`src/rtl/core/lss_pkg.sv`:
```
// Shared constants, codes and control structs of the Laplacian stencil stream.
`default_nettype none

package lss_pkg;

  localparam int MAX_WIDTH_DEF  = 2048;
  localparam int PIXEL_BITS_DEF = 16;

  localparam int WIDTH_BITS     = 12;
  localparam int HEIGHT_BITS    = 16;
  localparam int CFG_INDEX_BITS = 1;
  localparam int CFG_DATA_BITS  = 16;

  localparam logic [WIDTH_BITS-1:0]  FRAME_WIDTH_RST  = 12'd640;
  localparam logic [HEIGHT_BITS-1:0] FRAME_HEIGHT_RST = 16'd480;

  typedef enum logic {
    CMD_PIXEL = 1'b0,
    CMD_FLUSH = 1'b1
  } cmd_t;

  typedef enum logic [CFG_INDEX_BITS-1:0] {
    REG_FRAME_WIDTH  = 1'b0,
    REG_FRAME_HEIGHT = 1'b1
  } reg_index_t;

  // What one issued request does in the compute stage.
  typedef struct packed {
    logic store;      // first row: write both lines, no result
    logic emit;       // produce a result
    logic write_mid;  // request carries a pixel for the middle line
    logic use_right;  // right neighbour lies inside the row
    logic last;       // final result of the frame
  } op_t;

  // Read ports that must take the value written in the same cycle.
  typedef struct packed {
    logic up;
    logic mid_c;
    logic mid_r;
  } fwd_t;

  typedef struct packed {
    logic up_we;
    logic mid_we;
  } line_we_t;

endpackage

`default_nettype wire

```
`src/rtl/core/lss_stage.sv`:
```
// Compute stage: forwarding, stencil sum, line write-back and output register.
`default_nettype none

module lss_stage #(
  parameter int MAX_WIDTH  = lss_pkg::MAX_WIDTH_DEF,
  parameter int PIXEL_BITS = lss_pkg::PIXEL_BITS_DEF,
  localparam int AW = $clog2(MAX_WIDTH),
  localparam int LW = PIXEL_BITS + 3
) (
  input  wire logic                         clk,
  input  wire logic                         rst_n,
  input  wire logic                         issue_valid,
  input  wire lss_pkg::op_t                 issue_op,
  input  wire logic [AW-1:0]                issue_col,
  input  wire logic signed [PIXEL_BITS-1:0] issue_pixel,
  output logic                              slot_free,
  input  wire logic signed [PIXEL_BITS-1:0] up_rdata,
  input  wire logic signed [PIXEL_BITS-1:0] mid_c_rdata,
  input  wire logic signed [PIXEL_BITS-1:0] mid_r_rdata,
  output lss_pkg::line_we_t                 wr,
  output logic [AW-1:0]                     wr_col,
  output logic signed [PIXEL_BITS-1:0]      up_wdata,
  output logic signed [PIXEL_BITS-1:0]      mid_wdata,
  output logic                              out_valid,
  input  wire logic                         out_ready,
  output logic signed [LW-1:0]              out_lap,
  output logic                              out_last
);

  logic                         s1_valid_r;
  lss_pkg::op_t                 s1_op_r;
  logic [AW-1:0]                s1_col_r;
  logic signed [PIXEL_BITS-1:0] s1_pix_r;
  lss_pkg::fwd_t                fwd_r, fwd_nxt;
  logic signed [PIXEL_BITS-1:0] fwd_up_r, fwd_mid_r;
  logic signed [PIXEL_BITS-1:0] left_r;
  logic                         out_valid_r, out_last_r;
  logic signed [LW-1:0]         out_lap_r;

  logic signed [PIXEL_BITS-1:0] centre, up, right, left, down;
  logic signed [LW-1:0]         lap;
  logic                         s1_adv;

  // the write of the previous request lands in the same cycle as this read
  assign centre = fwd_r.mid_c ? fwd_mid_r : mid_c_rdata;
  assign up     = fwd_r.up ? fwd_up_r : up_rdata;
  assign right  = !s1_op_r.use_right ? centre : (fwd_r.mid_r ? fwd_mid_r : mid_r_rdata);
  assign left   = (s1_col_r == '0) ? centre : left_r;
  assign down   = s1_op_r.write_mid ? s1_pix_r : centre;

  assign lap = (LW'(centre) <<< 2) - LW'(up) - LW'(down) - LW'(left) - LW'(right);

  assign s1_adv    = s1_valid_r && (!s1_op_r.emit || !out_valid_r || out_ready);
  assign slot_free = !s1_valid_r || s1_adv;

  assign wr.up_we  = s1_adv;
  assign wr.mid_we = s1_adv && s1_op_r.write_mid;
  assign wr_col    = s1_col_r;
  assign up_wdata  = s1_op_r.store ? s1_pix_r : centre;
  assign mid_wdata = s1_pix_r;

  always_comb begin
    fwd_nxt.up    = s1_valid_r && (s1_col_r == issue_col);
    fwd_nxt.mid_c = s1_valid_r && s1_op_r.write_mid && (s1_col_r == issue_col);
    fwd_nxt.mid_r = s1_valid_r && s1_op_r.write_mid && (s1_col_r == issue_col + AW'(1));
  end

  always_ff @(posedge clk) begin
    if (!rst_n) begin
      s1_valid_r <= 1'b0;
    end else if (issue_valid) begin
      s1_valid_r <= 1'b1;
    end else if (s1_adv) begin
      s1_valid_r <= 1'b0;
    end
  end

  always_ff @(posedge clk) begin
    if (issue_valid) begin
      s1_op_r   <= issue_op;
      s1_col_r  <= issue_col;
      s1_pix_r  <= issue_pixel;
      fwd_r     <= fwd_nxt;
      fwd_up_r  <= up_wdata;
      fwd_mid_r <= mid_wdata;
    end
    if (s1_adv) begin
      left_r <= centre;
    end
  end

  always_ff @(posedge clk) begin
    if (!rst_n) begin
      out_valid_r <= 1'b0;
    end else if (s1_adv && s1_op_r.emit) begin
      out_valid_r <= 1'b1;
    end else if (out_ready) begin
      out_valid_r <= 1'b0;
    end
  end

  always_ff @(posedge clk) begin
    if (s1_adv && s1_op_r.emit) begin
      out_lap_r  <= lap;
      out_last_r <= s1_op_r.last;
    end
  end

  assign out_valid = out_valid_r;
  assign out_lap   = out_lap_r;
  assign out_last  = out_last_r;

  a_issue_slot: assert property (@(posedge clk) disable iff (!rst_n)
    issue_valid |-> slot_free)
    else $error("request issued while the compute stage is occupied");

  a_stall_hold: assert property (@(posedge clk) disable iff (!rst_n)
    (s1_valid_r && s1_op_r.emit && out_valid_r && !out_ready) |=>
    (s1_valid_r && $stable(s1_col_r)))
    else $error("stalled request left the compute stage");

  a_result_src: assert property (@(posedge clk) disable iff (!rst_n)
    $rose(out_valid_r) |-> $past(s1_valid_r && s1_op_r.emit))
    else $error("result appeared without an emitting request");

  a_no_lost_write: assert property (@(posedge clk) disable iff (!rst_n)
    (s1_valid_r && !s1_op_r.emit) |=> !(s1_valid_r && $stable(s1_col_r) && $stable(s1_op_r)
                                       && !$past(issue_valid) && $past(s1_valid_r)))
    else $error("store request did not retire");

endmodule

`default_nettype wire
```
`config.mk`:
```
export PLATFORM = sky130hd
export DESIGN_NAME = lss_stage
export DESIGN_NICKNAME = d
export VERILOG_FILES = /design/src/rtl/core/lss_pkg.sv /design/src/rtl/core/lss_stage.sv
export SDC_FILE = /design/constraint.sdc
export NUM_CORES = 1
export LEC_CHECK = 0
export ABC_AREA = 0
export BUFFER_PORTS_ARGS = -buffer_cell sky130_fd_sc_hd__buf_4
export CAP_MARGIN = 15
export CORE_ASPECT_RATIO = 0.6
export CORE_UTILIZATION = 49
export DETAILED_ROUTE_END_ITERATION = 10
export PLACE_DENSITY = 0.76
export SYNTH_ARGS = -nofsm -noshare
export SYNTH_HDL_FRONTEND = slang
export SYNTH_SLANG_ARGS = --single-unit
```
`constraint.sdc`:
```
create_clock -name clk -period 5.32 [get_ports clk]
set_input_delay 1.33 -clock clk [delete_from_list [all_inputs] [get_ports clk]]
set_output_delay 1.33 -clock clk [all_outputs]
set_load 0.01 [all_outputs]
```
**Word level (Yosys, flattened, before mapping)**

Index checks and enable logic that the tools add are counted.

- Register bits: 105
- Bits of input ports: 84
- Output and inout bits: 67
- Word-level logic and storage cells: 51

- Add/subtract/negate cells: 5
- Equality and inequality tests: 2
- Muxes and demuxes: 11
- Reductions and logical operators: 16

Operators with widths:

| kind | count |
|---|---|
| 16-bit 2-to-1 mux | 7 |
| 19-bit by 16-bit subtractor with 19-bit output | 3 |
| 11-bit equality test | 2 |
| 18-bit by 16-bit subtractor with 19-bit output | 1 |
| 11-bit by 1-bit adder with 11-bit output (second input constant) | 1 |
| 11-bit logical NOT | 1 |
| 1-bit logical AND | 7 |
| 1-bit 2-to-1 mux | 4 |
| 2-bit nonzero test | 2 |
| 1-bit logical NOT | 3 |
| 1-bit logical OR | 3 |

**Logic depth before layout (Yosys ltp)**

Gate-level depths: netlist (run 1).

- Word-level depth: 6
- Gate-level depth with buffers: 17
- Mapped depth without buffers: 15

**Worst setup path before layout (run 1)**

No wires, ideal clock.

- Kind: input-to-reg
- Start: in mid_c_rdata[5]
- End: reg out_lap_r[17] (netlist: out_lap[17]), data pin
- Data arrival time: 4.865 ns
- Data required time: 5.065 ns
- Path slack: 0.199 ns
- Stages on the path: 14
- Path through: mux2i_1 > inv_1 > mux2_2 > fa_1 > fa_1 > fa_1 > inv_1 > ha_1 > a211oi_1 > o21bai_1 > a31oi_4 > o31ai_2 > a311o_1 > and3_1

- Word-level cells in the longest chain between the ends: 5
- Elaborated cells on any way between the ends: 8
- Those cells by class: 4 x add/sub; 4 x mux

RTL lines:

| item | RTL line | text |
|---|---|---|
| from (decl) | lss_stage.sv:18 | `input wire logic signed [PIXEL_BITS-1:0] mid_c_rdata,` |
| 16-bit 2-to-1 mux (*) | lss_stage.sv:45 | `assign centre = fwd_r.mid_c ? fwd_mid_r : mid_c_rdata;` |
| net centre[5] | lss_stage.sv:40 | `logic signed [PIXEL_BITS-1:0] centre, up, right, left, down;` |
| 18-bit by 16-bit subtractor with 19-bit output or 16-bit 2-to-1 mux (tied branches) | lss_stage.sv:51, lss_stage.sv:49 |  |
| 19-bit by 16-bit subtractor with 19-bit output (2 in a row) | lss_stage.sv:51 | `assign lap = (LW'(centre) <<< 2) - LW'(up) - LW'(down) - LW'(left) - LW'(right);` |
| 19-bit by 16-bit subtractor with 19-bit output (*) | lss_stage.sv:51 |  |
| net lap[17] | lss_stage.sv:41 | `logic signed [LW-1:0] lap;` |
| to (signal assigned) | lss_stage.sv:104 | `out_lap_r <= lap;` |
| to (decl) | lss_stage.sv:38 | `logic signed [LW-1:0] out_lap_r;` |

Mark *: on every way through the listed nets, which the timed path passes. The rest lies on a longest branch.
A chain may end at the register's enable or synchronous reset.

**Worst setup path in the final report (run 1)**

- Start: reg s1_col_r[10] (netlist: wr_col[10])
- End: reg out_lap_r[17] (netlist: out_lap[17]), data pin

- Word-level cells in the longest chain between the ends: 4

RTL lines:

| item | RTL line | text |
|---|---|---|
| from (decl) | lss_stage.sv:32 | `logic [AW-1:0] s1_col_r;` |
| from (signal assigned) | lss_stage.sv:81 | `s1_col_r <= issue_col;` |
| 11-bit logical NOT | lss_stage.sv:48 | `assign left = (s1_col_r == '0) ? centre : left_r;` |
| 16-bit 2-to-1 mux | lss_stage.sv:48 |  |
| 19-bit by 16-bit subtractor with 19-bit output (2 in a row) | lss_stage.sv:51 |  |
| net lap[17] | lss_stage.sv:41 |  |

The timed path passes the listed nets, and every way through them passes these cells.

==> impl_metrics.yaml, run 1 <==
worst_hold_path:
  whs_path_depth: 0
  hp-class: "reg -> reg"
setup_path:
  path_delay_family: "adder cells"
  cp_slowest_cell: "fa_1"
  reg2reg_depth: 16
  cp.required_ns: 5.43
  cpPeakStageDelay_ns: 0.52
  arrival_ns: 5.09
  path_class: "reg -> reg"
  startpoint_type: "register"
  path_cells: "nor4_1 > nand3_1 > buf_4 > mux2i_1 > fa_1 > inv_1 > fa_1 > fa_1 > inv_1 > ha_1 > a211oi_1 > o21bai_1 > a31oi_4 > o31ai_2 > a311o_1 > and3_1"
  cp.depth: 16
  critPathMaxFanout: 25
  end_kind: "register"
  crit_buf_inv: 3
  crit_top_cell: "fa_1"
timing:
  period_needed_ns: 4.98
  setup_violations: 0
  fin_skew_ns: 0.00911
  hold_violations: 0
  finalSetupTns_ns: 0
  worstMarginPinSlew_ns: 1.02
  timing.final.crit_share: 0.936
  slew_viol_final: 0
  fmax_mhz: 201
  slew_headroom: 0.320
  rsz0062_at_grt: "no"
clock_tree:
  cts_resized: 0
  clk_latency_ns: 0.35
  cts_tree: "yes"
  cts_root_buffer: "clkbuf_16"
  cts_buffer_depth: 2
  post_cts_buffers: 0
  cts_made_buffers: 9
  htreeDepth: 3
  ctsHoldBuffers: 0
  clock-sinks: 105
  clk_pin_slew_ns: 0.07
outcome:
  status: "finished clean"
layout:
  nNetsFinal: 893
  diodes: 0
  finish.instance_area_um2: 8800
  fin_util: 0.638
  final_cells: 936
  drive_gt1_frac: 0.341
  syn_to_final_growth_pct: 26.1
grt:
  antenna_found_initial: 0
  grt_pass1_wl_mm: 27.3
  grt_usage: 0.248
  grt_pass1_vias: 5411
  grt_max_degree: 69
  overflow: 0
logic_synthesis:
  avgSynthCellArea_um2: 12.4
  seq_area_frac_synth: 0.449
  syn_inst: 562
  yosysUniqueCellTypes: 55
  synth_edf_count: 103
  yosysWarnings: 0
  synthArstFlopShare: 0
  synth_fp_nets: 716
  synth_seq_cells: 105
  synth-main-ff-cell: "edfxtp_1"
  synth.cell_area_um2: 6980
placement:
  place_congestion: 0.910
  port_buffers: 150
  dpl_cell_area_um2: 8520
  placedCellCount: 920
  hpwl_mm: 13.1
power_and_ir_drop:
  p_total_mw: 4.02
  vdd_drop_max_mv: 0.240
  power_density_nw_per_um2: 457
  p_leak_nw: 3.78
detailed_routing:
  drtAntennaViolNets: 0
  first_iter_violations: 311
  wl_per_cell_um: 18.4
  drc: 0
  routed_via_density: 5.43
  vias: 5083
  drt-total-wl_mm: 17.2
  drt-pass1-iter-count: 5
die:
  rows: 33
  num_io_pins: 151
  start_util: 0.506
  die_y_um: 94.4
  die_w_um: 156
  die-area_um2: 14700
  core_um2: 13800
flow_run:
  maxCapViolCount: 0
kinds of logic (layout without fill, tap and decap cells):
kind of cell,after synthesis,after routing,synth area share
xor+xnor,34,34,0.0427
flops,105,105,0.449
buf+inv,89,271,0.0498
compound gates,82,82,0.0803
mux,87,87,0.135
simple gates,95,95,0.0653
fa+ha+maj,70,70,0.178
flip-flops by register name, summed over array words and instances (netlist names):
name / flops
fwd_mid_r: 16
fwd_r: 3
fwd_up_r: 16
left_r: 16
mid_wdata: 16
out_lap: 19
out_last: 1
out_valid: 1
s1_op_r: 5
s1_valid_r: 1
wr_col: 11
where the power goes:
group	total, mW	internal (mW)	switching, mW	leakage, nW
logic	2.22	1.04	1.17	2.64
registers	1.17	1.11	0.0610	1.01
clock network	0.638	0.324	0.314	0.130
total	4.02	2.48	1.55	3.78
path summary, 6_finish.rpt:
check | start | endpoint | slack (ns)
worst min register to register | s1_op_r[0] | out_last | 0.43
worst max register to register | wr_col[10] | out_lap[17] | 0.34
worst max-delay path | wr_col[10] | out_lap[17] | 0.34
worst min-delay path | s1_op_r[0] | out_last | 0.43
placed cells by master (no fill, tap or decap), drive strengths merged, types with 2 or more instances in the layout:
| master | instances |
|---|---|
| nand4 | 4 |
| o21a | 2 |
| xor2 | 10 |
| o31ai | 3 |
| a31oi | 6 |
| nor2 | 27 |
| nor4 | 6 |
| clkinvlp | 2 |
| fa | 49 |
| a21oi | 28 |
| inv | 73 |
| nor2b | 5 |
| mux2i | 41 |
| nand3 | 10 |
| o21bai | 2 |
| dfxtp | 2 |
| o21ai | 21 |
| a2111oi | 2 |
| and3 | 6 |
| a21o | 6 |
| xnor2 | 24 |
| and2 | 3 |
| ha | 21 |
| edfxtp | 103 |
| clkbuf | 10 |
| nor3 | 5 |
| nand2 | 24 |
| mux2 | 46 |
| buf | 185 |
routing by layer:
metal,track usage,wire [um],vias to the layer above,part of all wire
met4,0.0694,249,0,0.014
met3,0.0555,1150,30,0.067
met1,0.335,7960,2515,0.46
met5,0,0,-,0
met2,0.405,7870,192,0.46
li1,-,-,2346,-
through the flow:
| stage | hold slack (ns) | setup slack (ns) |
|---|---|---|
| floorplan | 0.400 | 0.199 |
| global placement | 0.415 | 0.0498 |
| detailed placement | 0.414 | 0.0203 |
| CTS | 0.433 | 0.347 |
| global route | 0.444 | 0.115 |
| finish | 0.430 | 0.342 |
cell type report:
cell class	instances	area, um^2
clock buffer	10	229
clock inverter	6	50.0
fill	1110	4990
inverter	70	263
multi-input combinational	368	3500
sequential	105	3130
tap	192	240
timing repair buffer	185	1390
cell usage after synthesis, types with 13 or more instances:
cell type / instances / area [um^2]
mux2_2: 46 / 518
nor2_1: 27 / 101
mux2i_1: 40 / 400
inv_1: 70 / 263
a21oi_1: 26 / 130
fa_1: 49 / 981
ha_1: 21 / 263
xnor2_1: 24 / 210
nand2_1: 24 / 90.1
edfxtp_1: 103 / 3090
clkbuf_1: 13 / 48.8
o21ai_0: 16 / 80.1
Note: power is estimated with default switching activity, not from simulation.
==> inputs of run 2 (changes only) <==
Settings changed: ABC_AREA 0 to 1.
==> run 2 against run 1 <==
Net effect:
- utilization shrank 0.18 points
- combinational power decreased by 8%
- routed wire length rose by 4.0%
- clock skew hardly changed
- worst setup slack gained 0.32 ns
- global-route usage grew 0.31 points
- sequential power is essentially flat
- critical path type unchanged
- worst hold slack worse by 0.0084 ns
- synthesized cell count grew 36%
- first-iteration DRC count increased by 75%
- largest cell class unchanged
- cell count rose by 20%
==> impl_metrics.yaml, run 2 <==
outcome:
  status: "finished clean"
setup_path:
  cpPeakStageDelay_ns: 0.52
  arrival_ns: 4.77
  rrSetupSlack_ns: 0.66
  reg2reg_depth: 19
  end_kind: "register"
  r2r-end: "out_lap[14]"
  cp.required_ns: 5.43
  crit_top_cell: "nand2_1"
  startpoint_type: "register"
  critPathMaxFanout: 32
  path_cells: "nor4_1 > nand3_1 > buf_4 > nor2_1 > a21oi_1 > fa_1 > inv_1 > fa_1 > fa_1 > inv_1 > ha_1 > nand2_1 > inv_1 > a21oi_1 > nand3_1 > nand2_1 > nand2_1 > nand2_1 > nand2_1"
  timing.rr.start: "wr_col[10]"
  path_class: "reg -> reg"
  cp_slowest_cell: "fa_1"
grt:
  grt_pass1_wl_mm: 28.1
  overflow: 0
  antenna_found_initial: 0
  grt_pass1_vias: 5603
  grt_max_degree: 69
  grt_usage: 0.251
layout:
  layout_common_cells: "171 x buf_4, 168 x nand2_1, 137 x inv_1"
  nNetsFinal: 1079
  final_cells: 1122
  syn_to_final_growth_pct: 24.0
  diodes: 0
  largest_reg_flops: 19
  drive_gt1_frac: 0.227
  final_common_cell: "buf_4"
  fillers: 1144
  regArea_um2: 3130
  multi_input_area_um2: 3390
timing:
  hold_violations: 0
  timing.final.crit_share: 0.875
  setup_violations: 0
  worstMarginPinSlew_ns: 1.10
  slew_viol_final: 0
  period_needed_ns: 4.66
  finalSetupTns_ns: 0
  fmax_mhz: 215
  slew_headroom: 0.264
  fin_skew_ns: 0.00948
  rsz0062_at_grt: "no"
worst_hold_path:
  whs_endpoint: "out_last"
  hold_start: "s1_op_r[0]"
  whs_path_depth: 0
  hp-class: "reg -> reg"
placement:
  hpwl_mm: 13.7
  port_buffers: 150
  place_congestion: 0.972
  placedCellCount: 1106
clock_tree:
  cts_resized: 0
  clk_pin_slew_ns: 0.08
  ctsHoldBuffers: 0
  cts_root_buffer: "clkbuf_16"
  cts_buffer_depth: 2
  cts_tree: "yes"
  cts_made_buffers: 9
  clock-sinks: 105
  clk_latency_ns: 0.36
  post_cts_buffers: 0
  htreeDepth: 3
detailed_routing:
  routed_via_density: 5.21
  vias: 5841
  wl_per_cell_um: 16.0
  first_iter_violations: 544
  drt-total-wl_mm: 17.9
  drt-pass1-iter-count: 5
  drtAntennaViolNets: 0
  drc: 0
die:
  die-area_um2: 15100
  num_io_pins: 151
  start_util: 0.513
  die_y_um: 95.5
  die_w_um: 158
  rows: 33
  core_um2: 13900
logic_synthesis:
  synth_edf_count: 103
  synth_fp_nets: 918
  synth.top_cell.area_share: 0.433
  synth_seq_cells: 105
  syn_inst: 764
  seq_area_frac_synth: 0.439
  synthTopCellsByArea: "edfxtp_1 43%, fa_1 14%, nand2_1 8.8%"
  synthArstFlopShare: 0
  synth.most_common_cell: "nand2_1"
  yosysTopAreaCell: "edfxtp_1"
  ys_top_cells_by_count: "168 x nand2_1, 137 x inv_1, 103 x edfxtp_1"
  synth-main-ff-cell: "edfxtp_1"
  yosysUniqueCellTypes: 35
  yosysWarnings: 0
  avgSynthCellArea_um2: 9.35
  synth.cell_area_um2: 7140
power_and_ir_drop:
  power_density_nw_per_um2: 438
  p_leak_nw: 4.17
  vdd_drop_max_mv: 0.254
  p_total_mw: 3.88
flow_run:
  maxCapViolCount: 0
==> run 2: cell types whose count changed after synthesis, moves of 21 or more <==
cell	previous run	this run
mux2i_1	40	6
mux2_2	46	10
nor2_1	27	54
inv_1	70	137
nand3_1	10	31
o21ai_0	16	54
nand2_1	24	168
==> run 2: power breakdown <==
group	switching (mW)	leakage [nW]	internal (mW)
logic	1.24	3.01	0.807
clock network	0.332	0.147	0.342
registers	0.0567	1.01	1.10
==> run 2: worst max path at each step <==
stage / depth (start not counted) / end / start / slack [ns]
2_1_floorplan: 15 / out_lap[18] / mid_c_rdata[9] / 0.69
3_5_place_dp: 16 / out_lap[18] / mid_c_rdata[12] / 0.33
3_3_place_gp: 16 / out_lap[18] / mid_c_rdata[12] / 0.43
6_report: 19 / out_lap[14] / wr_col[10] / 0.66
4_1_cts: 19 / out_lap[14] / wr_col[10] / 0.69
5_1_grt: 19 / out_lap[18] / wr_col[10] / 0.32
==> run 2: final cells by class <==
| class | count | area share |
|---|---|---|
| flip-flops and latches | 105 | 0.354 |
| well taps | 192 | 0.0271 |
| repair buffers | 171 | 0.145 |
| inverters | 137 | 0.0581 |
| clock inverters | 6 | 0.00678 |
| multi-input cells | 501 | 0.382 |
| clock buffers | 10 | 0.0270 |
==> run 2: kinds of logic (layout without fill, tap and decap cells) <==
family / after synthesis / after routing / synth area share
XOR/XNOR: 18 / 18 / 0.0221
adder cells (fa/ha/maj): 70 / 70 / 0.174
AND/OR/NAND/NOR: 273 / 273 / 0.157
multiplexers: 16 / 16 / 0.0242
AO/OA/AOI/OAI: 124 / 124 / 0.0966
flip-flops: 105 / 105 / 0.439
buffers and inverters: 158 / 324 / 0.0874
==> run 2: through the flow <==
step | util | hold WS, ns | cell area (um^2) | setup slack (ns)
finish | 0.636 | 0.422 | 8860 | 0.664
CTS | 0.636 | 0.425 | 8860 | 0.695
global route | 0.636 | 0.448 | 8860 | 0.319
detailed placement | 0.615 | 0.406 | 8560 | 0.334
global placement | 0.615 | 0.401 | 8560 | 0.426
floorplan | - | 0.400 | 7140 | 0.687
==> run 2: critical path, delay by kind of cell (launching register included) <==
family / cells / cell delay [ns]
compound gates: 2 / 0.22
fa+ha+maj: 4 / 1.85
buf+inv: 4 / 0.45
flops: 1 / 0.43
simple gates: 9 / 1.46
==> run 2: routing by layer <==
metal / routed length [um] / global-route usage
met3: 1640 / 0.0523
met5: 0 / 0
met1: 8390 / 0.364
met2: 7670 / 0.385
met4: 217 / 0.0599
