--- config.mk ---
export PLATFORM = sky130hd
export DESIGN_NAME = lss_seq
export DESIGN_NICKNAME = d
export VERILOG_FILES = /design/src/rtl/core/lss_pkg.sv /design/src/rtl/core/lss_seq.sv
export SDC_FILE = /design/constraint.sdc
export NUM_CORES = 1
export LEC_CHECK = 0
export BUFFER_PORTS_ARGS = -buffer_cell sky130_fd_sc_hd__buf_2
export CORE_AREA = 10 10 96 98
export DETAILED_ROUTE_END_ITERATION = 8
export DIE_AREA = 0 0 106 108
export GPL_ROUTABILITY_DRIVEN = 0
export GPL_TIMING_DRIVEN = 1
export PLACE_DENSITY = 0.74
export SLEW_MARGIN = 10
export SYNTH_ARGS = -nofsm -noshare
export SYNTH_HDL_FRONTEND = slang
export SYNTH_SLANG_ARGS = --single-unit
--- constraint.sdc ---
create_clock -name clk -period 7.15 [get_ports clk]
set_clock_uncertainty 0.15 [all_clocks]
set_input_delay 0.3575 -clock clk [delete_from_list [all_inputs] [get_ports clk]]
set_output_delay 0.3575 -clock clk [all_outputs]
set_load 0.02 [all_outputs]
--- src/rtl/core/lss_pkg.sv ---
// Shared constants, codes and control structs of the Laplacian stencil stream.
`default_nettype none

package lss_pkg;

  localparam int MAX_WIDTH_DEF  = 2048;
  localparam int PIXEL_BITS_DEF = 16;

  localparam int WIDTH_BITS     = 12;
  localparam int HEIGHT_BITS    = 16;
  localparam int CFG_INDEX_BITS = 1;
  localparam int CFG_DATA_BITS  = 16;

  localparam logic [WIDTH_BITS-1:0]  FRAME_WIDTH_RST  = 12'd640;
  localparam logic [HEIGHT_BITS-1:0] FRAME_HEIGHT_RST = 16'd480;

  typedef enum logic {
    CMD_PIXEL = 1'b0,
    CMD_FLUSH = 1'b1
  } cmd_t;

  typedef enum logic [CFG_INDEX_BITS-1:0] {
    REG_FRAME_WIDTH  = 1'b0,
    REG_FRAME_HEIGHT = 1'b1
  } reg_index_t;

  // What one issued request does in the compute stage.
  typedef struct packed {
    logic store;      // first row: write both lines, no result
    logic emit;       // produce a result
    logic write_mid;  // request carries a pixel for the middle line
    logic use_right;  // right neighbour lies inside the row
    logic last;       // final result of the frame
  } op_t;

  // Read ports that must take the value written in the same cycle.
  typedef struct packed {
    logic up;
    logic mid_c;
    logic mid_r;
  } fwd_t;

  typedef struct packed {
    logic up_we;
    logic mid_we;
  } line_we_t;

endpackage

`default_nettype wire

--- src/rtl/core/lss_seq.sv ---
// Column, row and drain sequencing plus the configuration registers.
`default_nettype none

module lss_seq #(
  parameter int MAX_WIDTH = lss_pkg::MAX_WIDTH_DEF,
  localparam int AW = $clog2(MAX_WIDTH)
) (
  input  wire logic                                 clk,
  input  wire logic                                 rst_n,
  input  wire logic                                 cfg_valid,
  output logic                                      cfg_ready,
  input  wire logic [lss_pkg::CFG_INDEX_BITS-1:0]   cfg_index,
  input  wire logic [lss_pkg::CFG_DATA_BITS-1:0]    cfg_data,
  input  wire logic                                 in_valid,
  input  wire logic                                 in_cmd,
  input  wire logic                                 slot_free,
  output logic                                      in_ready,
  output logic                                      issue_valid,
  output lss_pkg::op_t                              issue_op,
  output logic [AW-1:0]                             issue_col
);

  localparam int CW = AW + 1;
  localparam int WW = (CW > lss_pkg::WIDTH_BITS) ? CW : lss_pkg::WIDTH_BITS;
  localparam int HW = lss_pkg::HEIGHT_BITS + 1;

  logic [lss_pkg::WIDTH_BITS-1:0]  frame_width_r;
  logic [lss_pkg::HEIGHT_BITS-1:0] frame_height_r;
  logic [AW-1:0]                   col_r, col_nxt;
  logic [lss_pkg::HEIGHT_BITS-1:0] row_r, row_nxt;
  logic                            draining_r, draining_nxt;

  logic [WW-1:0] fw_ext, w_sat;
  logic [CW-1:0] w, col_inc;
  logic [HW-1:0] h, row_inc;
  logic          row_end, frame_end, flush, take, acc;

  assign cfg_ready = 1'b1;
  assign in_ready  = slot_free;
  assign acc       = in_valid && slot_free;
  assign flush     = (lss_pkg::cmd_t'(in_cmd) == lss_pkg::CMD_FLUSH);

  always_comb begin
    fw_ext = WW'(frame_width_r);
    if (fw_ext == '0) begin
      w_sat = WW'(1);
    end else if (fw_ext > WW'(MAX_WIDTH)) begin
      w_sat = WW'(MAX_WIDTH);
    end else begin
      w_sat = fw_ext;
    end
  end

  assign w         = w_sat[CW-1:0];
  assign h         = (frame_height_r == '0) ? HW'(1) : HW'(frame_height_r);
  assign col_inc   = CW'(col_r) + CW'(1);
  assign row_inc   = HW'(row_r) + HW'(1);
  assign row_end   = (col_inc >= w);
  assign frame_end = (row_inc >= h);
  assign issue_col = col_r;

  always_comb begin
    issue_op     = '0;
    take         = 1'b0;
    col_nxt      = col_r;
    row_nxt      = row_r;
    draining_nxt = draining_r;
    if (draining_r) begin
      // drain the last row, one flush per column; pixels are dropped
      if (flush) begin
        take               = 1'b1;
        issue_op.emit      = 1'b1;
        issue_op.use_right = !row_end;
        issue_op.last      = row_end;
        if (row_end) begin
          col_nxt      = '0;
          row_nxt      = '0;
          draining_nxt = 1'b0;
        end else begin
          col_nxt = col_inc[AW-1:0];
        end
      end
    end else if (!flush) begin
      take               = 1'b1;
      issue_op.write_mid = 1'b1;
      issue_op.use_right = !row_end;
      if (row_r == '0) begin
        issue_op.store = 1'b1;
      end else begin
        issue_op.emit = 1'b1;
      end
      if (row_end) begin
        col_nxt = '0;
        if (frame_end) begin
          draining_nxt = 1'b1;
        end else begin
          row_nxt = row_inc[lss_pkg::HEIGHT_BITS-1:0];
        end
      end else begin
        col_nxt = col_inc[AW-1:0];
      end
    end
  end

  assign issue_valid = acc && take;

  always_ff @(posedge clk) begin
    if (!rst_n) begin
      col_r      <= '0;
      row_r      <= '0;
      draining_r <= 1'b0;
    end else if (issue_valid) begin
      col_r      <= col_nxt;
      row_r      <= row_nxt;
      draining_r <= draining_nxt;
    end
  end

  always_ff @(posedge clk) begin
    if (!rst_n) begin
      frame_width_r  <= lss_pkg::FRAME_WIDTH_RST;
      frame_height_r <= lss_pkg::FRAME_HEIGHT_RST;
    end else if (cfg_valid) begin
      case (lss_pkg::reg_index_t'(cfg_index))
        lss_pkg::REG_FRAME_WIDTH:  frame_width_r  <= cfg_data[lss_pkg::WIDTH_BITS-1:0];
        lss_pkg::REG_FRAME_HEIGHT: frame_height_r <= cfg_data;
        default: ;
      endcase
    end
  end

endmodule

`default_nettype wire

* Yosys cells after proc, flatten, opt, wreduce, memory -nomap -nowiden *
Index checks and enable logic that the tools add are counted.

operators by class
  mux-type cells = 31
  reduce and logical (&&, ||, !) cells = 11
  bitwise logic cells = 1
  add/subtract/negate cells = 2
  order comparisons = 3
  equality and inequality tests = 4

operator list
  kind                     number
  $mux W16                 7
  $mux W11                 4
  $logic_not A16 Y1        2
  $mux W12                 2
  $add A16 B1 Y17 const B  1
  $ge A17 B16 Y1           1
  $mux W1                  16
  $add A11 B1 Y12 const B  1
  $ge A12 B12 Y1           1
  $gt A12 B12 Y1 const B   1
  $logic_not A12 Y1        1
  $reduce_and A6 Y1        1
  $mux W4                  1
  $ne A2 B1 Y1 const B     2
  $ne A2 B2 Y1 const B     2
  $reduce_and A2 Y1        2
  $reduce_and A3 Y1        1
  $logic_and A1 B1 Y1      2
  $mux W2                  1
  $reduce_bool A2 Y1       1
  $logic_not A1 Y1         1
  $not A1 Y1               1

word-level totals
  bits in registers = 56
  logic and storage cells = 57
  output and inout bits = 19

* Depth between registers and ports, before layout *
Gate-level depths: netlist of the first run.

  depth after elaboration = 7
  gate-level depth with buffers = 14
  depth with buffers taken out = 13

* Worst setup path after synthesis of the first run *
OpenSTA, ideal clock, no wires.

  path kind = reg-to-reg
  start = reg col_r[0] (netlist: issue_col[0])
  end = reg row_r[10] (netlist name)
  required time = 6,881 ps
  path buffers = 1
  setup time = 119 ps
  data arrival time = 3,134 ps
  setup slack = 3,747 ps
  stages on the path, launching flop included = 15
  cells stage by stage = dfxtp_1 -> ha_1 -> nand3_1 -> nor2_1 -> and3_1 -> nand3_1 -> xnor2_1 -> ha_1 -> nand2_1 -> nor2_1 -> nand3_2 -> a2111oi_4 -> nand3_4 -> buf_6 -> mux2i_1

between the ends
  longest elaborated chain between the ends = 4
  elaborated cells on any way between the ends = 5
  classes of those cells = 1 x add/sub; 1 x order compare; 1 x eq/ne; 2 x reduce/logical

RTL lines
  element                                                       line            RTL
  start: declaration                                            lss_seq.sv:29   logic [AW-1:0] col_r, col_nxt;
  start signal: assignment                                      lss_seq.sv:113  col_r <= col_nxt;
  $add A11 B1 Y12 (*)                                           lss_seq.sv:56   assign col_inc = CW'(col_r) + CW'(1);
  $ge A12 B12 Y1 (*)                                            lss_seq.sv:58   assign row_end = (col_inc >= w);
  $ne A2 B1 Y1 (no line) or $reduce_bool A2 Y1 (tied branches)  --
  $reduce_and A6 Y1 (no line) (*)                               --
  end signal: assignment                                        lss_seq.sv:114  row_r <= row_nxt;
  end: declaration                                              lss_seq.sv:30   logic [lss_pkg::HEIGHT_BITS-1:0] row_r, row_nxt;

Every way passes the cells marked *; elsewhere a longest branch is shown, timed or not.
A chain may end at the register's enable or synchronous reset.

* Worst setup path in the final report of the first run *
  start = reg col_r[0] (netlist: issue_col[0])
  end = reg row_r[9] (netlist name)

The elaborated chain is that of the path after synthesis.

==> results of run 1 <==
## cell usage after synthesis, types with 3 or more instances
cell type and instances:
sky130_fd_sc_hd__nor2_1 28, sky130_fd_sc_hd__ha_1 34, sky130_fd_sc_hd__nand3_1 16, sky130_fd_sc_hd__nor2b_1 4
sky130_fd_sc_hd__nand4_1 8, sky130_fd_sc_hd__mux2i_1 13, sky130_fd_sc_hd__nor4_1 8, sky130_fd_sc_hd__dfxtp_1 56
sky130_fd_sc_hd__a21boi_0 22, sky130_fd_sc_hd__xnor2_1 17, sky130_fd_sc_hd__a41o_1 4, sky130_fd_sc_hd__and3_1 3
sky130_fd_sc_hd__o21ai_1 6, sky130_fd_sc_hd__inv_1 21, sky130_fd_sc_hd__nor3_1 4, sky130_fd_sc_hd__a21oi_1 12
sky130_fd_sc_hd__clkbuf_1 14, sky130_fd_sc_hd__xor2_1 16, sky130_fd_sc_hd__o21ai_0 3, sky130_fd_sc_hd__o211ai_1 4
sky130_fd_sc_hd__a21o_1 5, sky130_fd_sc_hd__nand2_1 120
## sequential cells by signal (all words and copies together) (netlist names)
register        count
issue_col          11
frame_height_r     16
frame_width_r      12
row_r              16
draining_r          1
## final timing paths
check,startpoint,to,slack [ns],depth (start not counted)
max,issue_col[0],row_r[9],3.51,13
min reg2reg,frame_height_r[0],frame_height_r[0],0.34,2
min,cfg_data[13],frame_height_r[13],0.13,3
max reg2reg,issue_col[0],row_r[9],3.51,13
## worst min-delay path, cell delays in order
cell and delay, ns:
sky130_fd_sc_hd__buf_2 0.09, sky130_fd_sc_hd__nand2_1 0.04, sky130_fd_sc_hd__a21boi_0 0.06
## final cells by class
type,count,area [um^2]
clock inverters,3,22.5
fillers,753,3570
flip-flops and latches,56,1120
inverters,23,86.3
multi-input cells,352,2250
well taps,102,128
repair buffers,40,200
clock buffers,5,68.8
## metrics by stage
step | util [%] | power (mW) | setup WS, ns | std cells | hold slack (ns)
6_report | 52.0 | 0.579 | 3.51 | 581 | 0.129
5_1_grt | 52.0 | 0.605 | 3.18 | 581 | 0.142
4_1_cts | 52.0 | 0.584 | 3.51 | 581 | 0.128
3_5_place_dp | 50.8 | 0.403 | 3.56 | 573 | 0.327
3_3_place_gp | 50.8 | 0.400 | 3.68 | 573 | 0.319
2_1_floorplan | - | 0.381 | 3.75 | 450 | 0.293
## logic make-up (layout without fill, tap and decap cells)
kind of cell / Yosys count / count (layout) / synth area share [%]
AO/OA/AOI/OAI: 68 / 68 / 14.0
XOR/XNOR: 33 / 33 / 8.15
adder cells (fa/ha/maj): 34 / 34 / 12.0
buffers and inverters: 42 / 71 / 4.94
flip-flops: 56 / 56 / 31.6
multiplexers: 13 / 13 / 3.67
other: 1 / 1 / 0.106
AND/OR/NAND/NOR: 203 / 203 / 25.5
## per-layer routing
metal	up-vias	wire length, um	part of all wire (%)	GRT usage (%)
li1	1578	-	-	-
met5	-	0	0	0
met4	0	78	0.94	3.48
met2	78	3730	45	23.2
met3	6	435	5.2	2.97
met1	1420	4070	49	19.1
## power by group
group	leakage, nW	internal (mW)	switching [mW]
combinational	1.25	0.0257	0.0428
sequential	0.455	0.320	0.00689
clock	0.0485	0.0706	0.113
## cell usage in the layout (no fill, tap or decap), drive strengths merged, types with 9 or more instances in the layout
| cell type | count |
|---|---|
| dfxtp | 56 |
| xor2 | 16 |
| o21ai | 9 |
| nand3 | 18 |
| a21boi | 22 |
| xnor2 | 17 |
| buf | 40 |
| a21oi | 12 |
| ha | 34 |
| nor2 | 28 |
| mux2i | 13 |
| nand2 | 121 |
| inv | 24 |
==> summary.txt, run 1 <==
STATUS
--------------------------------------------------------------------------------------
Result of the run                                                         complete, no violations

FLOORPLAN
--------------------------------------------------------------------------------------
Die H                                                                           108 um
Horizontal die dimension                                                        106 um
Std cell rows                                                                       32
Core footprint                                                            0.00745 mm^2
Total I/O pin count                                                                 42
Die outline area                                                           0.0114 mm^2
Initial Util                                                                     47.6%

STA
--------------------------------------------------------------------------------------
Worst slew margin relative to its limit                                          31.3%
Post-layout minimum cycle time                                                 3.64 ns
Unrepaired setup endpoints after global routing                                  false
Max Fclk                                                                       274 MHz
Max-slew violations                                                                  0
Worst Max-Slew Pin Slew                                                        1.03 ns
Setup TNS                                                                         0 ns
Final period util                                                                51.0%
Final number of hold-violating endpoints                                             0
Total setup violations reported at the end of the flow                               0

CLOCKING
--------------------------------------------------------------------------------------
Cts bufs inserted                                                                    5
CTS resizes                                                                          0
Hold Buf Count CTS                                                                   0
Number of levels in the clock H-tree                                                 2
Clock buffer depth                                                                   2
Clock slew at the register clock pins of the worst setup and hold paths        0.11 ns
TritonCTS clock tree                                                               yes
Clock Sinks                                                                         56
Later-pin clock latency in the skew report                                     0.32 ns
Postcts setup bufs                                                                   0
Clock root buffer                                                         sky130_fd_sc_hd__clkbuf_8

LOGIC SYNTHESIS
--------------------------------------------------------------------------------------
Synthesized cell area                                                     0.00355 mm^2
FF+latch count, synth                                                               56
Number of unique standard cell types used by synthesis                              47
Post-synthesis cell type with the largest combined area                   sky130_fd_sc_hd__dfxtp_1
Number of enable flip-flop cells after synthesis                                     0
Asr flop ratio synth                                                                0%
Leading post-synthesis cells by cell area                                 sky130_fd_sc_hd__dfxtp_1 32%, sky130_fd_sc_hd__nand2_1 13%, sky130_fd_sc_hd__ha_1 12%, sky130_fd_sc_hd__a21boi_0 4.7%, sky130_fd_sc_hd__xnor2_1 4.2%
Number of warnings printed during yosys synthesis                                    0
Share of the synthesized area in the top cell type                               31.6%
Sequential-to-total area share from yosys stat                                   31.6%
Post-Syn Area per Cell                                                       7.88 um^2
Syn Nets                                                                           507
Mapped Cells                                                                       450
Primary FF master, synth                                                  sky130_fd_sc_hd__dfxtp_1

GLOBAL ROUTING
--------------------------------------------------------------------------------------
Vias in the first global route                                                    2969
Largest net degree at the start of global routing                                   50
Global-route wire length before repair                                        13900 um
Antenna violations before repair                                                     0
Sum of overflow across all layers after global routing                               0
Total global-route track usage                                                   14.3%

PWR
--------------------------------------------------------------------------------------
Leak Pwr                                                                       1.76 nW
Pwr Density                                                                149 mW/mm^2
Highest ir drop seen on vdd                                                  0.0776 mV

WORST SETUP PATH
--------------------------------------------------------------------------------------
Series of cell instances along the critical path                          ha_1 > nand3_1 > nor2_1 > and3_1 > nand3_1 > xnor2_1 > ha_1 > nand2_1 > nor2_1 > a221oi_1 > a2111oi_4 > nand3_4 > mux2i_1
Required time at the endpoint of the critical path                             7.20 ns
Cell family with most CP delay                                            simple AND/OR/NAND/NOR gates
Kind of end point of the critical path                                            flop
Startpoint type of the worst setup path                                           flop
Buffers and inverters on the worst path                                              0
Signal arrival time at the worst endpoint                                      3.69 ns
Largest driver fanout on the critical path                                          16
Worst Setup Path Type                                                       reg -> reg
Standard cell with the maximum stage delay on the critical path           sky130_fd_sc_hd__a2111oi_4
Longest individual stage delay on the worst path                               0.47 ns

LAYOUT
--------------------------------------------------------------------------------------
Count of antenna diodes in the layout                                                0
Post-Layout Inst Area                                                     0.00388 mm^2
Final nets                                                                         535
Fraction of final layout cells sized beyond drive strength 1                     12.3%
Layout-stage area growth over the synthesis result                               9.32%

HOLD PATH
--------------------------------------------------------------------------------------
Kind of path behind the tightest hold check                                  in -> reg

DETAILED ROUTING
--------------------------------------------------------------------------------------
Detailed Routing Iterations Pass 1                                                   4
Iteration-0 DRC Markers                                                            142
Drc violations                                                                       0
Routed length per instance                                                     14.3 um
DR vias/cell                                                                      5.30
Remaining number of nets flagged by the antenna check after routing                  0
Routed WL                                                                      8320 um
Count of vias placed by the detailed router                                       3082

PLACEMENT
--------------------------------------------------------------------------------------
Post-placement cell area                                                  0.00378 mm^2
Detailed placement HPWL                                                        6410 um
I/O Buffers                                                                         40

FLOW RUN
--------------------------------------------------------------------------------------
Max-capacitance violation count                                                      0

No activity file was read; power rests on OpenSTA's default activity.
==> run 2: changes to the inputs <==
--- a/config.mk
+++ b/config.mk
@@ -5,13 +5,14 @@
 export SDC_FILE = /design/constraint.sdc
 export NUM_CORES = 1
 export LEC_CHECK = 0
+export ABC_AREA = 1
 export BUFFER_PORTS_ARGS = -buffer_cell sky130_fd_sc_hd__buf_2
-export CORE_AREA = 10 10 96 98
+export CORE_AREA = 10 10 97 99
 export DETAILED_ROUTE_END_ITERATION = 8
-export DIE_AREA = 0 0 106 108
+export DIE_AREA = 0 0 107 109
 export GPL_ROUTABILITY_DRIVEN = 0
 export GPL_TIMING_DRIVEN = 1
-export PLACE_DENSITY = 0.74
+export PLACE_DENSITY = 0.75
 export SLEW_MARGIN = 10
 export SYNTH_ARGS = -nofsm -noshare
 export SYNTH_HDL_FRONTEND = slang
==> constraint.sdc (replaced) <==
create_clock -name clk -period 3.6 [get_ports clk]
set_clock_uncertainty 0.15 [all_clocks]
set_input_delay 0.18 -clock clk [delete_from_list [all_inputs] [get_ports clk]]
set_output_delay 0.18 -clock clk [all_outputs]
set_load 0.02 [all_outputs]
==> summary.txt, run 2 <==
STATUS
--------------------------------------------------------------------------------------
Result of the run                                                         complete, no violations

LAYOUT
--------------------------------------------------------------------------------------
FF/Latch Area                                                             0.00112 mm^2
Post-Layout Inst Area                                                     0.00417 mm^2
Filler Cell Count                                                                  770
Most common cell after layout, fill and taps aside                        sky130_fd_sc_hd__nand2_1
Layout-stage area growth over the synthesis result                               13.2%
Final instance count without filler cells                                          704
Final nets                                                                         658
Biggest regs                                                              frame_height_r: 16 flops, row_r: 16 flops, frame_width_r: 12 flops
Leading cell types in the layout, fill and taps excluded                  123 x sky130_fd_sc_hd__nand2_1, 95 x sky130_fd_sc_hd__nor2_1, 71 x sky130_fd_sc_hd__inv_1
Total area of multi-input combinational cells                             0.00222 mm^2
Fraction of final layout cells sized beyond drive strength 1                     11.1%
Count of antenna diodes in the layout                                                0

DETAILED ROUTING
--------------------------------------------------------------------------------------
Routed WL                                                                      9190 um
Drc violations                                                                       0
Detailed Routing Iterations Pass 1                                                   5
Remaining number of nets flagged by the antenna check after routing                  0
DR vias/cell                                                                      5.18
Count of vias placed by the detailed router                                       3645
Iteration-0 DRC Markers                                                            211
Routed length per instance                                                     13.1 um

STA
--------------------------------------------------------------------------------------
Worst slew margin relative to its limit                                          51.4%
Max-slew violations                                                                  0
Crit path setup slack, layout                                                 0.243 ns
Max Fclk                                                                       298 MHz
Worst Max-Slew Pin Slew                                                       0.729 ns
Final number of hold-violating endpoints                                             0
Total setup violations reported at the end of the flow                               0
Setup TNS                                                                         0 ns
Final period util                                                                93.3%
Post-layout minimum cycle time                                                 3.36 ns

LOGIC SYNTHESIS
--------------------------------------------------------------------------------------
Share of the synthesized area in the top cell type                               30.4%
Primary FF master, synth                                                  sky130_fd_sc_hd__dfxtp_1
Post-Syn Area per Cell                                                       6.61 um^2
Cell types with the highest counts after synthesis                        123 x sky130_fd_sc_hd__nand2_1, 96 x sky130_fd_sc_hd__nor2_1, 71 x sky130_fd_sc_hd__inv_1, 56 x sky130_fd_sc_hd__dfxtp_1, 34 x sky130_fd_sc_hd__ha_1
Leading post-synthesis cells by cell area                                 sky130_fd_sc_hd__dfxtp_1 30%, sky130_fd_sc_hd__nand2_1 13%, sky130_fd_sc_hd__ha_1 12%, sky130_fd_sc_hd__nor2_1 9.8%, sky130_fd_sc_hd__inv_1 7.2%
Mapped Cells                                                                       558
Number of unique standard cell types used by synthesis                              35
Post-synthesis cell type with the largest combined area                   sky130_fd_sc_hd__dfxtp_1
FF+latch count, synth                                                               56
Sequential-to-total area share from yosys stat                                   30.4%
Asr flop ratio synth                                                                0%
Number of warnings printed during yosys synthesis                                    0
Synthesized cell area                                                     0.00369 mm^2
Syn Nets                                                                           615
Most repeated cell in the gate-level netlist after synthesis              sky130_fd_sc_hd__nand2_1
Number of enable flip-flop cells after synthesis                                     0

PWR
--------------------------------------------------------------------------------------
Leak Pwr                                                                       2.17 nW
Clock share of power                                                             27.1%
Switch share                                                                     31.8%
Highest ir drop seen on vdd                                                   0.191 mV
Part of the total power dissipated in sequential elements                        51.8%
Share of power burned in combinational logic                                     21.2%
Pwr Density                                                                314 mW/mm^2
Internal Pwr Total                                                            0.893 mW
Switch Pwr                                                                    0.416 mW

GLOBAL ROUTING
--------------------------------------------------------------------------------------
Largest net degree at the start of global routing                                   47
Antenna violations before repair                                                     0
Global-route wire length before repair                                        15400 um
Sum of overflow across all layers after global routing                               0
Total global-route track usage                                                   15.9%
Vias in the first global route                                                    3352

FLOORPLAN
--------------------------------------------------------------------------------------
Die H                                                                           109 um
Total I/O pin count                                                                 42
Horizontal die dimension                                                        107 um
Std cell rows                                                                       32
Initial Util                                                                     49.0%
Core footprint                                                            0.00753 mm^2
Die outline area                                                           0.0117 mm^2

PLACEMENT
--------------------------------------------------------------------------------------
Setup Slack @ Placement                                                       0.180 ns
I/O Buffers                                                                         40
Detailed placement HPWL                                                        7100 um
Post-placement cell area                                                  0.00394 mm^2
Number of instances in the placed design                                           684

CLOCKING
--------------------------------------------------------------------------------------
Later-pin clock latency in the skew report                                     0.32 ns
Clock slew at the register clock pins of the worst setup and hold paths        0.11 ns
Clock root buffer                                                         sky130_fd_sc_hd__clkbuf_8
Number of levels in the clock H-tree                                                 2
Clock buffer depth                                                                   2
Cts bufs inserted                                                                    5
TritonCTS clock tree                                                               yes
Postcts setup bufs                                                                   0
Clock Sinks                                                                         56

WORST SETUP PATH
--------------------------------------------------------------------------------------
Required time at the endpoint of the critical path                             3.27 ns
Signal arrival time at the worst endpoint                                      3.03 ns
Series of cell instances along the critical path                          ha_1 > nand2_1 > nor3_4 > nand4_1 > nor2_1 > xor2_1 > ha_1 > nand2_1 > inv_1 > nand2_1 > nand2_1 > a21oi_2 > nand3_2 > a21oi_1 > buf_2
Cell family with most CP delay                                            simple AND/OR/NAND/NOR gates
Cell with the most instances on the worst path                            sky130_fd_sc_hd__nand2_1
Critical path origin                                                      issue_col[1]
Startpoint type of the worst setup path                                           flop
Largest driver fanout on the critical path                                           4
Buffers and inverters on the worst path                                              2
Startpoint of the most critical register-to-register path                 issue_col[1]
Kind of end point of the critical path                                      output pin
Longest individual stage delay on the worst path                               0.40 ns
Standard cell with the maximum stage delay on the critical path           sky130_fd_sc_hd__dfxtp_1
Worst Setup Path Type                                                       reg -> out

HOLD PATH
--------------------------------------------------------------------------------------
Kind of path behind the tightest hold check                                  in -> reg
Startpoint of the lowest-slack hold path                                   cfg_data[1]

FLOW RUN
--------------------------------------------------------------------------------------
Max-capacitance violation count                                                      0

run 2: kinds of logic after synthesis:
group | Yosys count | synth area share (%)
AOI/OAI and AO/OA | 73 | 10.9
DFF | 56 | 30.4
adders and majority gates | 34 | 11.5
other | 1 | 0.102
and+or+nand+nor | 286 | 33.2
buffers and inverters | 92 | 10.1
xor gates and xnor gates | 16 | 3.80
run 2: layout make-up:
class | count | share of cell area [%]
Multi-Input combinational cell | 410 | 53.2
Clock buffer | 6 | 1.74
Clock inverter | 2 | 0.390
Sequential cell | 56 | 26.9
Inverter | 74 | 6.71
Tap cell | 102 | 3.06
Timing Repair Buffer | 54 | 8.03
run 2: per-layer routing:
metal	wire length [um]	global-route usage, %	part of all wire, %
met1	4120	20.0	45
met2	4270	26.2	46
met3	535	2.77	5.8
met4	262	7.25	2.8
met5	0	0	0
run 2: stage by stage:
stage	total power [mW]	hold slack, ns	util [%]
after floorplan	0.878	0.156	-
after global placement	0.943	0.260	52.3
after detailed placement	0.952	0.272	52.3
after CTS	1.31	0.00661	55.1
after global routing	1.38	0.0324	55.5
final	1.31	0.0144	55.5
run 2: power groups by stage:
stage | Sequential (mW) | Clock [mW] | Combinational [mW]
after global placement | 0.690 | 0 | 0.253
after CTS | 0.677 | 0.360 | 0.274
final | 0.678 | 0.354 | 0.277
after floorplan | 0.692 | 0 | 0.186
after global routing | 0.682 | 0.378 | 0.318
after detailed placement | 0.691 | 0 | 0.261
run 2: worst min-delay path: stages:
cell and delay (ns):
sky130_fd_sc_hd__buf_2 0.09, sky130_fd_sc_hd__o21ai_0 0.08, sky130_fd_sc_hd__a21oi_1 0.11
run 2: repair_timing:
action / CTS / global route
resized for setup: 0 / 7
endpoints found under the setup margin: 0 / 25
hold endpoints to repair: 15 / 0
hold buffers: 12 / 0
run 2: path summary, 6_finish.rpt:
path                        end  slack, ns  cells after the start
max                 issue_op[1]       0.24                     15
min            frame_width_r[1]       0.01                      3
max reg2reg        issue_col[5]       0.26                     16
min reg2reg  frame_height_r[13]       0.33                      2
==> run 3: changes to the inputs <==
--- a/config.mk
+++ b/config.mk
@@ -13,6 +13,7 @@
 export GPL_ROUTABILITY_DRIVEN = 0
 export GPL_TIMING_DRIVEN = 1
 export PLACE_DENSITY = 0.75
+export REMOVE_ABC_BUFFERS = 1
 export SLEW_MARGIN = 10
 export SYNTH_ARGS = -nofsm -noshare
 export SYNTH_HDL_FRONTEND = slang
==> summary.txt, run 3 (synthesis gave the netlist of run 2 again) <==
CLOCKING
--------------------------------------------------------------------------------------
Cts bufs inserted                                                                    5
Clock Sinks                                                                         56
Clock root buffer                                                         sky130_fd_sc_hd__clkbuf_8
Number of levels in the clock H-tree                                                 2
TritonCTS clock tree                                                               yes
Clock buffer depth                                                                   2
Later-pin clock latency in the skew report                                     0.32 ns
Clock slew at the register clock pins of the worst setup and hold paths        0.11 ns

FLOORPLAN
--------------------------------------------------------------------------------------
Std cell rows                                                                       32
Total I/O pin count                                                                 42
Horizontal die dimension                                                        107 um
Die H                                                                           109 um
Core footprint                                                            0.00753 mm^2
Initial Util                                                                     49.0%
Die outline area                                                           0.0117 mm^2

WORST SETUP PATH
--------------------------------------------------------------------------------------
Startpoint type of the worst setup path                                           flop
Largest driver fanout on the critical path                                          18
Worst Setup Path Type                                                       reg -> reg
Signal arrival time at the worst endpoint                                      3.37 ns
Kind of end point of the critical path                                            flop
Required time at the endpoint of the critical path                             3.66 ns

STA
--------------------------------------------------------------------------------------
Total setup violations reported at the end of the flow                               0
Final worst hold slack                                                      0.00598 ns
Crit path setup slack, layout                                                 0.294 ns
Max-slew violations                                                                  0
Max Fclk                                                                       302 MHz
Final number of hold-violating endpoints                                             0
Worst slew margin relative to its limit                                          49.2%
Worst Max-Slew Pin Slew                                                       0.762 ns
Final period util                                                                91.8%
Post-layout minimum cycle time                                                 3.31 ns

PLACEMENT
--------------------------------------------------------------------------------------
Setup Slack @ Placement                                                       0.291 ns
I/O Buffers                                                                         40
Detailed placement HPWL                                                        6760 um

PWR
--------------------------------------------------------------------------------------
Leak Pwr                                                                       2.17 nW
Share of power burned in combinational logic                                     20.5%
Clock share of power                                                             28.0%
Part of the total power dissipated in sequential elements                        51.5%
Highest ir drop seen on vdd                                                   0.167 mV
Internal Pwr Total                                                            0.895 mW
Switch Pwr                                                                    0.421 mW
Pwr Density                                                                317 mW/mm^2
Overall power                                                                  1.32 mW
Switch share                                                                     32.0%

DETAILED ROUTING
--------------------------------------------------------------------------------------
Count of vias placed by the detailed router                                       3545
Routed length per instance                                                     12.4 um
Iteration-0 DRC Markers                                                            181
Drc violations                                                                       0
DR vias/cell                                                                      5.04
Detailed Routing Iterations Pass 1                                                   4
Routed WL                                                                      8720 um
Remaining number of nets flagged by the antenna check after routing                  0

LAYOUT
--------------------------------------------------------------------------------------
Leading cell types in the layout, fill and taps excluded                  123 x sky130_fd_sc_hd__nand2_1, 96 x sky130_fd_sc_hd__nor2_1, 71 x sky130_fd_sc_hd__inv_1
Most common cell after layout, fill and taps aside                        sky130_fd_sc_hd__nand2_1
Biggest regs                                                              frame_height_r: 16 flops, row_r: 16 flops, frame_width_r: 12 flops
Final nets                                                                         657
Count of antenna diodes in the layout                                                0
Total area of multi-input combinational cells                             0.00220 mm^2
FF/Latch Area                                                             0.00112 mm^2
Filler Cell Count                                                                  755
Fraction of final layout cells sized beyond drive strength 1                     11.1%
Layout-stage area growth over the synthesis result                               12.7%

STATUS
--------------------------------------------------------------------------------------
Result of the run                                                         complete, no violations

GLOBAL ROUTING
--------------------------------------------------------------------------------------
Largest net degree at the start of global routing                                   47
Total global-route track usage                                                   15.3%
Antenna violations before repair                                                     0
Sum of overflow across all layers after global routing                               0
Vias in the first global route                                                    3274
Global-route wire length before repair                                        15100 um

FLOW RUN
--------------------------------------------------------------------------------------
Max-capacitance violation count                                                      0

HOLD PATH
--------------------------------------------------------------------------------------
Kind of path behind the tightest hold check                                  in -> reg

==> run 3: critical path: stages (launching register included) <==
cell	delay [ns]
sky130_fd_sc_hd__dfxtp_2	0.40
sky130_fd_sc_hd__ha_1	0.19
sky130_fd_sc_hd__nand2_1	0.13
sky130_fd_sc_hd__nor3_4	0.22
sky130_fd_sc_hd__nand4_1	0.14
sky130_fd_sc_hd__nor2_1	0.15
sky130_fd_sc_hd__xor2_1	0.21
sky130_fd_sc_hd__ha_1	0.26
sky130_fd_sc_hd__nand2_1	0.07
sky130_fd_sc_hd__inv_1	0.04
sky130_fd_sc_hd__nand2_1	0.05
sky130_fd_sc_hd__nand2_1	0.04
sky130_fd_sc_hd__a21oi_1	0.25
sky130_fd_sc_hd__nand4_1	0.15
sky130_fd_sc_hd__nand2_1	0.11
sky130_fd_sc_hd__clkinv_2	0.19
sky130_fd_sc_hd__nand2_4	0.25
sky130_fd_sc_hd__nand2_1	0.09
sky130_fd_sc_hd__nand2_1	0.07
sky130_fd_sc_hd__nor2_1	0.05
==> run 3: timing repair <==
item                                    4_1_cts  5_1_grt
setup buffers                                 0        0
endpoints found under the hold margin        15        0
resized for setup                             0        4
hold buffers                                 11        0
endpoints found under the setup margin        0       21
==> run 3: path summary, 6_finish.rpt <==
path | startpoint | end | slack (ns) | cells past startpoint
min | cfg_data[13] | frame_height_r[13] | 0.006 | 3
max reg2reg | issue_col[0] | row_r[7] | 0.29 | 19
max | issue_col[0] | row_r[7] | 0.29 | 19
min reg2reg | frame_height_r[0] | frame_height_r[0] | 0.31 | 2
==> run 3: routing by layer <==
layer	GRT usage (%)	part of all wire (%)	vias to the layer above
met2	25.0	46	89
met3	3.13	5.7	8
met5	0	0	-
met1	20.4	48	1584
li1	-	-	1864
met4	3.19	0.91	0
==> run 3: final cells by class <==
class / count / area share, %
Inverter: 74 / 6.72
Timing Repair Buffer: 53 / 7.83
Sequential cell: 56 / 27.0
Clock inverter: 3 / 0.602
Clock buffer: 5 / 1.66
Tap cell: 102 / 3.07
Multi-Input combinational cell: 410 / 53.1
==> run 3: stage by stage <==
| step | cell area [um^2] | setup TNS [ns] | utilization, % | cells |
|---|---|---|---|---|
| after global routing | 4150 | -0.0473 | 55.2 | 703 |
| after global placement | 3940 | 0 | 52.3 | 684 |
| after floorplan | 3590 | 0 | - | 540 |
| after CTS | 4140 | 0 | 55.0 | 703 |
| after detailed placement | 3940 | 0 | 52.3 | 684 |
| final | 4150 | 0 | 55.2 | 703 |
==> run 3: power groups by stage <==
stage               sequential (mW)  clock (mW)  combinational (mW)
finish                        0.677       0.368               0.270
global route                  0.682       0.401               0.313
CTS                           0.677       0.380               0.270
detailed placement            0.691           0               0.259
global placement              0.690           0               0.252
floorplan                     0.692           0               0.173
